## src/rtl/ssra_pkg.sv

```systemverilog
// ----------------------------------------------------------------------------
// ssra_pkg: shared types and microcode for the stable rank unit
// Item and result transaction formats, field widths and the control store.
// ----------------------------------------------------------------------------
package ssra_pkg;

    localparam int MAX_ITEMS_DEF = 64;
    localparam int VALUE_W       = 32;
    localparam int POS_W         = 6;
    localparam int COUNT_W       = 7;
    localparam int STEP_W        = 3;

    typedef struct packed {
        logic signed [VALUE_W-1:0] value;
        logic                      last_item;
    } item_t;

    typedef struct packed {
        logic [POS_W-1:0]   position;
        logic [POS_W-1:0]   rank;
        logic [COUNT_W-1:0] item_count;
        logic               overflowed;
        logic               last_result;
    } result_t;

    // Read address source
    typedef enum logic [1:0] {
        ADDR_I,
        ADDR_J,
        ADDR_J_NEXT
    } addr_sel_t;

    // Jump condition: take target when true, else fall through to step + 1
    typedef enum logic [2:0] {
        COND_NEVER,
        COND_ALWAYS,
        COND_NO_CLOSE,
        COND_J_MORE,
        COND_I_MORE
    } cond_t;

    typedef struct packed {
        logic              busy;
        logic              emit;
        logic              clr_i;
        logic              inc_i;
        logic              clr_j;
        logic              ld_vi;
        logic              cmp;
        logic              clr_set;
        addr_sel_t         addr_sel;
        cond_t             cond;
        logic [STEP_W-1:0] target;
    } ctl_t;

    // Program step addresses
    localparam logic [STEP_W-1:0] ST_IDLE  = 3'd0;
    localparam logic [STEP_W-1:0] ST_INIT  = 3'd1;
    localparam logic [STEP_W-1:0] ST_RDI   = 3'd2;
    localparam logic [STEP_W-1:0] ST_LATI  = 3'd3;
    localparam logic [STEP_W-1:0] ST_CMP   = 3'd4;
    localparam logic [STEP_W-1:0] ST_EMIT  = 3'd5;
    localparam logic [STEP_W-1:0] ST_CLEAR = 3'd6;

    function automatic ctl_t ucode(input logic [STEP_W-1:0] step);
        ctl_t c;
        c = '{busy: 1'b1, emit: 1'b0, clr_i: 1'b0, inc_i: 1'b0, clr_j: 1'b0,
              ld_vi: 1'b0, cmp: 1'b0, clr_set: 1'b0, addr_sel: ADDR_I,
              cond: COND_NEVER, target: ST_IDLE};
        unique case (step)
            ST_IDLE:
            begin
                c.busy   = 1'b0;
                c.cond   = COND_NO_CLOSE;
                c.target = ST_IDLE;
            end
            ST_INIT:
            begin
                c.clr_i = 1'b1;
            end
            ST_RDI:
            begin
                c.addr_sel = ADDR_I;
                c.clr_j    = 1'b1;
            end
            ST_LATI:
            begin
                c.ld_vi    = 1'b1;
                c.addr_sel = ADDR_J;
            end
            ST_CMP:
            begin
                c.cmp      = 1'b1;
                c.addr_sel = ADDR_J_NEXT;
                c.cond     = COND_J_MORE;
                c.target   = ST_CMP;
            end
            ST_EMIT:
            begin
                c.emit   = 1'b1;
                c.inc_i  = 1'b1;
                c.cond   = COND_I_MORE;
                c.target = ST_RDI;
            end
            ST_CLEAR:
            begin
                c.clr_set = 1'b1;
                c.cond    = COND_ALWAYS;
                c.target  = ST_IDLE;
            end
            default:
            begin
                c.cond   = COND_ALWAYS;
                c.target = ST_IDLE;
            end
        endcase
        return c;
    endfunction

endpackage

```

## src/rtl/ssra_ram.sv

```systemverilog
// ----------------------------------------------------------------------------
// ssra_ram: generic single-port-write, single-port-read RAM
// One write and one registered read per cycle.
// ----------------------------------------------------------------------------
module ssra_ram #(
    parameter int WIDTH = 32,
    parameter int DEPTH = 64
) (
    input  logic                     clk,
    input  logic                     we,
    input  logic [$clog2(DEPTH)-1:0] waddr,
    input  logic [WIDTH-1:0]         wdata,
    input  logic [$clog2(DEPTH)-1:0] raddr,
    output logic [WIDTH-1:0]         rdata
);

    logic [WIDTH-1:0] mem [DEPTH];
    logic [WIDTH-1:0] rdata_reg;

    always_ff @(posedge clk)
    begin
        if (we)
        begin
            mem[waddr] <= wdata;
        end
        rdata_reg <= mem[raddr];
    end

    assign rdata = rdata_reg;

endmodule

```

## src/rtl/stable_sort_rank_assign.sv

```systemverilog
// ----------------------------------------------------------------------------
// stable_sort_rank_assign: stable ascending rank of a loaded set
// Loads signed values, then emits each element's rank in load order.
// ----------------------------------------------------------------------------
// Transactions load while busy is low; busy stays low until the closing one.
// After the close, each element i is ranked in the steps RDI, LATI, CMP (n compares
// through the RAM read port) and EMIT; its result strobe is registered from EMIT.
// For a set of n elements busy stays high from INIT through CLEAR.
// Results cannot be stalled: each strobes for exactly one cycle.
// Reset clears the sequencer, the fill count and the overflow flag.
module stable_sort_rank_assign #(
    parameter int MAX_ITEMS = ssra_pkg::MAX_ITEMS_DEF
) (
    input  logic              clk,
    input  logic              rst_n,
    input  logic              start,
    input  ssra_pkg::item_t   item,
    output logic              busy,
    output logic              strobe,
    output ssra_pkg::result_t result
);

    localparam int AW = (MAX_ITEMS > 1) ? $clog2(MAX_ITEMS) : 1;
    localparam int CW = $clog2(MAX_ITEMS + 1);

    // ------------------------------------------------------------------
    // Sequencer: step counter addressing the control store
    // ------------------------------------------------------------------
    logic [ssra_pkg::STEP_W-1:0] step_reg, step_next;
    ssra_pkg::ctl_t              ctl;

    // Set bookkeeping
    logic [CW-1:0] count_reg, count_next;
    logic          ovf_reg, ovf_next;

    // Ranking datapath
    logic [AW-1:0]                        i_reg, i_next;
    logic [AW-1:0]                        j_reg, j_next;
    logic [AW-1:0]                        rank_reg, rank_next;
    logic signed [ssra_pkg::VALUE_W-1:0]  vi_reg, vi_next;

    // Result register
    ssra_pkg::result_t result_reg, result_next;
    logic              strobe_reg, strobe_next;

    // RAM interface
    logic                                 ram_we;
    logic [AW-1:0]                        ram_waddr;
    logic [AW-1:0]                        ram_raddr;
    logic [ssra_pkg::VALUE_W-1:0]         ram_rdata;
    logic signed [ssra_pkg::VALUE_W-1:0]  vj;

    logic          accept;
    logic          close_set;
    logic          has_room;
    logic [AW-1:0] last_idx;
    logic          j_last;
    logic          i_last;
    logic          hit;
    logic          cond_true;

    assign ctl       = ssra_pkg::ucode(step_reg);
    assign busy      = ctl.busy;
    assign accept    = start && !ctl.busy;
    assign close_set = accept && item.last_item;
    assign has_room  = (count_reg < CW'(MAX_ITEMS));

    // A closed set always holds at least one element
    assign last_idx = AW'(count_reg - CW'(1));
    assign j_last   = (j_reg == last_idx);
    assign i_last   = (i_reg == last_idx);

    // Store the transaction while there is room
    assign ram_we    = accept && has_room;
    assign ram_waddr = count_reg[AW-1:0];

    always_comb
    begin
        unique case (ctl.addr_sel)
            ssra_pkg::ADDR_I:      ram_raddr = i_reg;
            ssra_pkg::ADDR_J:      ram_raddr = j_reg;
            ssra_pkg::ADDR_J_NEXT: ram_raddr = j_reg + AW'(1);
            default:               ram_raddr = i_reg;
        endcase
    end

    ssra_ram #(
        .WIDTH (ssra_pkg::VALUE_W),
        .DEPTH (MAX_ITEMS)
    ) u_store (
        .clk   (clk),
        .we    (ram_we),
        .waddr (ram_waddr),
        .wdata (item.value),
        .raddr (ram_raddr),
        .rdata (ram_rdata)
    );

    assign vj = $signed(ram_rdata);

    // Element j ranks ahead of i if smaller, or equal and loaded earlier
    assign hit = (vj < vi_reg) || ((vj == vi_reg) && (j_reg < i_reg));

    always_comb
    begin
        unique case (ctl.cond)
            ssra_pkg::COND_NEVER:    cond_true = 1'b0;
            ssra_pkg::COND_ALWAYS:   cond_true = 1'b1;
            ssra_pkg::COND_NO_CLOSE: cond_true = !close_set;
            ssra_pkg::COND_J_MORE:   cond_true = !j_last;
            ssra_pkg::COND_I_MORE:   cond_true = !i_last;
            default:                 cond_true = 1'b1;
        endcase
    end

    always_comb
    begin
        step_next   = cond_true ? ctl.target : step_reg + ssra_pkg::STEP_W'(1);
        count_next  = count_reg;
        ovf_next    = ovf_reg;
        i_next      = i_reg;
        j_next      = j_reg;
        rank_next   = rank_reg;
        vi_next     = vi_reg;
        result_next = result_reg;
        strobe_next = 1'b0;

        // Load: append or drop and flag
        if (accept)
        begin
            if (has_room)
            begin
                count_next = count_reg + CW'(1);
            end
            else
            begin
                ovf_next = 1'b1;
            end
        end

        if (ctl.clr_i)
        begin
            i_next = '0;
        end
        if (ctl.clr_j)
        begin
            j_next    = '0;
            rank_next = '0;
        end
        if (ctl.ld_vi)
        begin
            vi_next = $signed(ram_rdata);
        end
        if (ctl.cmp)
        begin
            j_next = j_reg + AW'(1);
            if (hit)
            begin
                rank_next = rank_reg + AW'(1);
            end
        end
        if (ctl.emit)
        begin
            strobe_next             = 1'b1;
            result_next.position    = ssra_pkg::POS_W'(i_reg);
            result_next.rank        = ssra_pkg::POS_W'(rank_reg);
            result_next.item_count  = ssra_pkg::COUNT_W'(count_reg);
            result_next.overflowed  = ovf_reg;
            result_next.last_result = i_last;
        end
        if (ctl.inc_i)
        begin
            i_next = i_reg + AW'(1);
        end
        // Drop the set, ready for the next one
        if (ctl.clr_set)
        begin
            count_next = '0;
            ovf_next   = 1'b0;
        end
    end

    always_ff @(posedge clk or negedge rst_n)
    begin
        if (!rst_n)
        begin
            step_reg   <= ssra_pkg::ST_IDLE;
            count_reg  <= '0;
            ovf_reg    <= 1'b0;
            strobe_reg <= 1'b0;
        end
        else
        begin
            step_reg   <= step_next;
            count_reg  <= count_next;
            ovf_reg    <= ovf_next;
            strobe_reg <= strobe_next;
        end
    end

    always_ff @(posedge clk)
    begin
        i_reg      <= i_next;
        j_reg      <= j_next;
        rank_reg   <= rank_next;
        vi_reg     <= vi_next;
        result_reg <= result_next;
    end

    assign strobe = strobe_reg;
    assign result = result_reg;

endmodule
```

## config.mk

```make
export PLATFORM = sky130hd
export DESIGN_NAME = stable_sort_rank_assign
export DESIGN_NICKNAME = d
export VERILOG_FILES = /design/src/rtl/ssra_pkg.sv /design/src/rtl/ssra_ram.sv /design/src/rtl/stable_sort_rank_assign.sv
export SDC_FILE = /design/constraint.sdc
export NUM_CORES = 2
export LEC_CHECK = 0
export BUFFER_PORTS_ARGS = -buffer_cell sky130_fd_sc_hd__buf_2
export CORE_ASPECT_RATIO = 2
export CORE_UTILIZATION = 40
export CTS_CLUSTER_DIAMETER = 50
export DETAILED_ROUTE_END_ITERATION = 7
export PLACE_DENSITY = 0.64
export SLEW_MARGIN = 20
export SYNTH_ARGS = -nofsm -noshare
export SYNTH_HDL_FRONTEND = slang
export SYNTH_SLANG_ARGS = --single-unit
```

## constraint.sdc

```tcl
create_clock -name clk -period 6.05 [get_ports clk]
set_input_delay 1.5125 -clock clk [delete_from_list [all_inputs] [get_ports clk]]
set_output_delay 1.5125 -clock clk [all_outputs]
set_load 0.05 [all_outputs]
```

==> impl_metrics.sql <==
INSERT INTO impl_metrics (metric_group, metric, value, unit) VALUES
('clock_tree', 'ctsResizeCount', '0', ''),
('setup_path', 'crit_end_category', 'flop', ''),
('setup_path', 'internal_reg_to_reg_setup_slack', '1.16', 'ns'),
('route', 'post_dr_wirelength_cell', '25.01', 'um'),
('finish', 'layout_commonest_cell', 'edfxtp_1', ''),
('route', 'detailroute.wirelength.met3', '14.29', 'mm'),
('logic_synthesis', 'syn_avg_cell_area', '13.11', 'um2'),
('setup_path', 'cp.required', '6.82', 'ns'),
('setup_path', 'worst-endpoint-arrival', '5.65', 'ns'),
('clock_tree', 'clkTransAtPathRegs', '0.07', 'ns'),
('route', 'detail_route.wirelength.met1', '82.06', 'mm'),
('route', 'top_signal_layer_used', 'met5', ''),
('place', 'place.detailed.hpwl', '138.8', 'mm'),
('place', 'gp_routability_congestion', '0.8424', ''),
('setup_path', 'worstPathBufferInverterCount', '3', ''),
('route', 'post_route_wl', '236.7', 'mm'),
('setup_path', 'start_kind', 'flop', ''),
('clock_tree', 'cts-buffers-inserted', '174', ''),
('logic_synthesis', 'ys.warnings.count', '0', ''),
('setup_path', 'critical_path.slowest_cell', 'o21a_4', ''),
('finish', 'layout-drive-gt1-share', '9.209', '%'),
('route', 'remaining_drc_errors', '4', ''),
('floorplan', 'die-height', '657.9', 'um'),
('power_and_ir_drop', 'power_per_cell_area', '497.6', 'mW/mm2'),
('timing', 'setup-tns-final', '0', 'ns'),
('clock_tree', 'cts_max_level', '4', ''),
('route', 'drt_pass1_iterations', '8', ''),
('clock_tree', 'clkSinkCount', '2163', ''),
('grt', 'grt_start_max_net_pins', '118', ''),
('power_and_ir_drop', 'peak_supply_drop', '0.4601', 'mV'),
('clock_tree', 'buffers_inserted_by_post_cts_timing_repair', '0', ''),
('grt', 'overflow', '0', ''),
('finish', 'largest_register_ffs', '2048', ''),
('route', 'dr_total_vias', '53767', ''),
('logic_synthesis', 'ys_ff_latch', '2163', ''),
('timing', 'max_slew.worst_pin.slew', '1.126', 'ns'),
('floorplan', 'core_area', '0.2138', 'mm2'),
('grt', 'grt_first_pass_wirelength', '344.4', 'mm'),
('timing', 'final_min_period_over_clock_period', '80.75', '%'),
('route', 'drt-initial-drc-count', '5102', ''),
('clock_tree', 'hold_fix_buffer_count_after_cts', '0', ''),
('logic_synthesis', 'syn-cell-area', '0.08603', 'mm2'),
('place', 'port_buffers', '58', ''),
('logic_synthesis', 'ys_dominant_reg_cell', 'edfxtp_1', ''),
('timing', 'final-setup-viol-count', '0', ''),
('clock_tree', 'clk_root_buffer_cell', 'clkbuf_16', ''),
('outcome', 'outcome', 'finished, violations left', ''),
('floorplan', 'num_io_pins', '59', ''),
('timing', 'fin_skew', '0.02696', 'ns'),
('grt', 'antenna_found_initial', '12', ''),
('clock_tree', 'worstSkewPairLatency', '0.84', 'ns'),
('outcome', 'violations', 'design-rule violations', ''),
('logic_synthesis', 'number_of_synthesized_flops_with_an_enable_pin', '2113', ''),
('timing', 'grt_setup_unrepaired', 'false', ''),
('setup_path', 'slowest_delay', '0.64', 'ns'),
('timing', 'report.final.slew_viol_count', '0', ''),
('setup_path', 'crit_chain', 'ha_1, ha_2, buf_4, and3b_1, a22oi_1, o21a_4, buf_12, buf_4, nand2_1, nand3_1, a21oi_1, o21ai_0, nand4_1, and3b_1', ''),
('logic_synthesis', 'yosys.cell_types.count', '65', ''),
('clock_tree', 'cts_tree', 'built', ''),
('logic_synthesis', 'sequential_cell_area_fraction_in_the_yosys_report', '74.99', '%'),
('route', 'ant_nets', '0', ''),
('route', 'met2_wirelength', '126.7', 'mm'),
('logic_synthesis', 'number_of_nets_produced_by_synthesis', '6644', ''),
('floorplan', 'placementRows', '240', ''),
('setup_path', 'cell_class_contributing_the_biggest_share_of_worst_path_delay', 'compound AO/OA/AOI/OAI gates', ''),
('clock_tree', 'cts.path.max_buffers', '4', ''),
('timing', 'fmaxAchievable', '204.7', 'MHz'),
('finish', 'fin_util', '44.77', '%'),
('timing', 'slew_headroom', '24.77', '%'),
('finish', 'filler_cell_count', '18649', ''),
('timing', 'holdWs', '0.4564', 'ns');
==> cell usage after synthesis, types with 18 or more instances <==
cell | number | area, um2
edfxtp_1 | 2113 | 63450
nand2_1 | 1990 | 7470
nand3_1 | 863 | 4319
a21oi_1 | 226 | 1131
buf_2 | 208 | 1041
clkbuf_1 | 165 | 619.3
o21ai_0 | 105 | 525.5
and3_1 | 100 | 625.6
nor2_1 | 98 | 367.9
a311oi_1 | 85 | 744.5
a31oi_1 | 67 | 419.2
inv_1 | 50 | 187.7
ha_1 | 48 | 600.6
o2111ai_1 | 41 | 359.1
dfxtp_1 | 38 | 760.7
nand4_1 | 33 | 206.5
mux4_2 | 30 | 675.7
nor3_1 | 28 | 140.1
buf_1 | 23 | 86.33
o22ai_1 | 23 | 143.9
and3b_1 | 18 | 157.7
xnor2_1 | 18 | 157.7
==> metrics by stage <==
stage	instances	total power, mW	setup slack (ns)	area, um2
after floorplan	6560	30.03	1.288	86030
after global placement	9165	36.36	1.442	90280
after detailed placement	9165	36.63	1.317	90280
after CTS	9460	47.73	1.267	95670
after global routing	9464	49.72	1.043	95730
final	9465	47.63	1.165	95730
==> report_power, final <==
group / total, mW / switching (mW) / internal, mW
Sequential: 17.3 / 0.426 / 16.9
Clock: 11.2 / 5.19 / 6.05
Combinational: 19.1 / 13.4 / 5.70
Total: 47.6 / 19.0 / 28.6
==> kinds of logic after synthesis <==
| group | after synthesis | synth area share [%] |
|---|---|---|
| fa+ha+maj | 48 | 0.6981 |
| simple gates | 3172 | 15.88 |
| compound gates | 631 | 4.657 |
| flops | 2163 | 74.99 |
| mux | 49 | 1.009 |
| xor+xnor | 27 | 0.2749 |
| buf+inv | 470 | 2.494 |
==> final timing paths <==
check,startpoint,to,cells after the start
min in group asynchronous,rst_n,step_reg[0]$_DFF_PN0_,1
hold reg to reg,u_store.rdata[5]$_DFF_P_,vi_reg[5]$_DFFE_PP_,0
max in group asynchronous,rst_n,count_reg[3]$_DFFE_PN0P_,1
setup reg to reg,step_reg[1]$_DFF_PN0_,u_store.rdata[21]$_DFF_P_,14
hold / removal,u_store.rdata[5]$_DFF_P_,vi_reg[5]$_DFFE_PP_,0
setup / recovery,step_reg[1]$_DFF_PN0_,u_store.rdata[21]$_DFF_P_,14
==> cell type report <==
type | instances | area, um2 | share of cell area [%]
sequential | 2163 | 64510 | 67.39
inverter | 51 | 191.4 | 0.2000
tap | 2783 | 3482 | 3.637
antenna | 4 | 10.01 | 0.01046
multi-input combinational | 3927 | 19930 | 20.82
timing repair buffer | 242 | 2215 | 2.313
clock buffer | 217 | 4649 | 4.857
clock inverter | 78 | 739.5 | 0.7724
==> routing by layer <==
layer | vias up | global-route usage (%)
met2 | 2316 | 39.50
met1 | 27014 | 23.83
li1 | 23836 | -
met4 | 12 | 11.55
met5 | - | 0
met3 | 589 | 2.347
(Power assumes the default switching activity.)
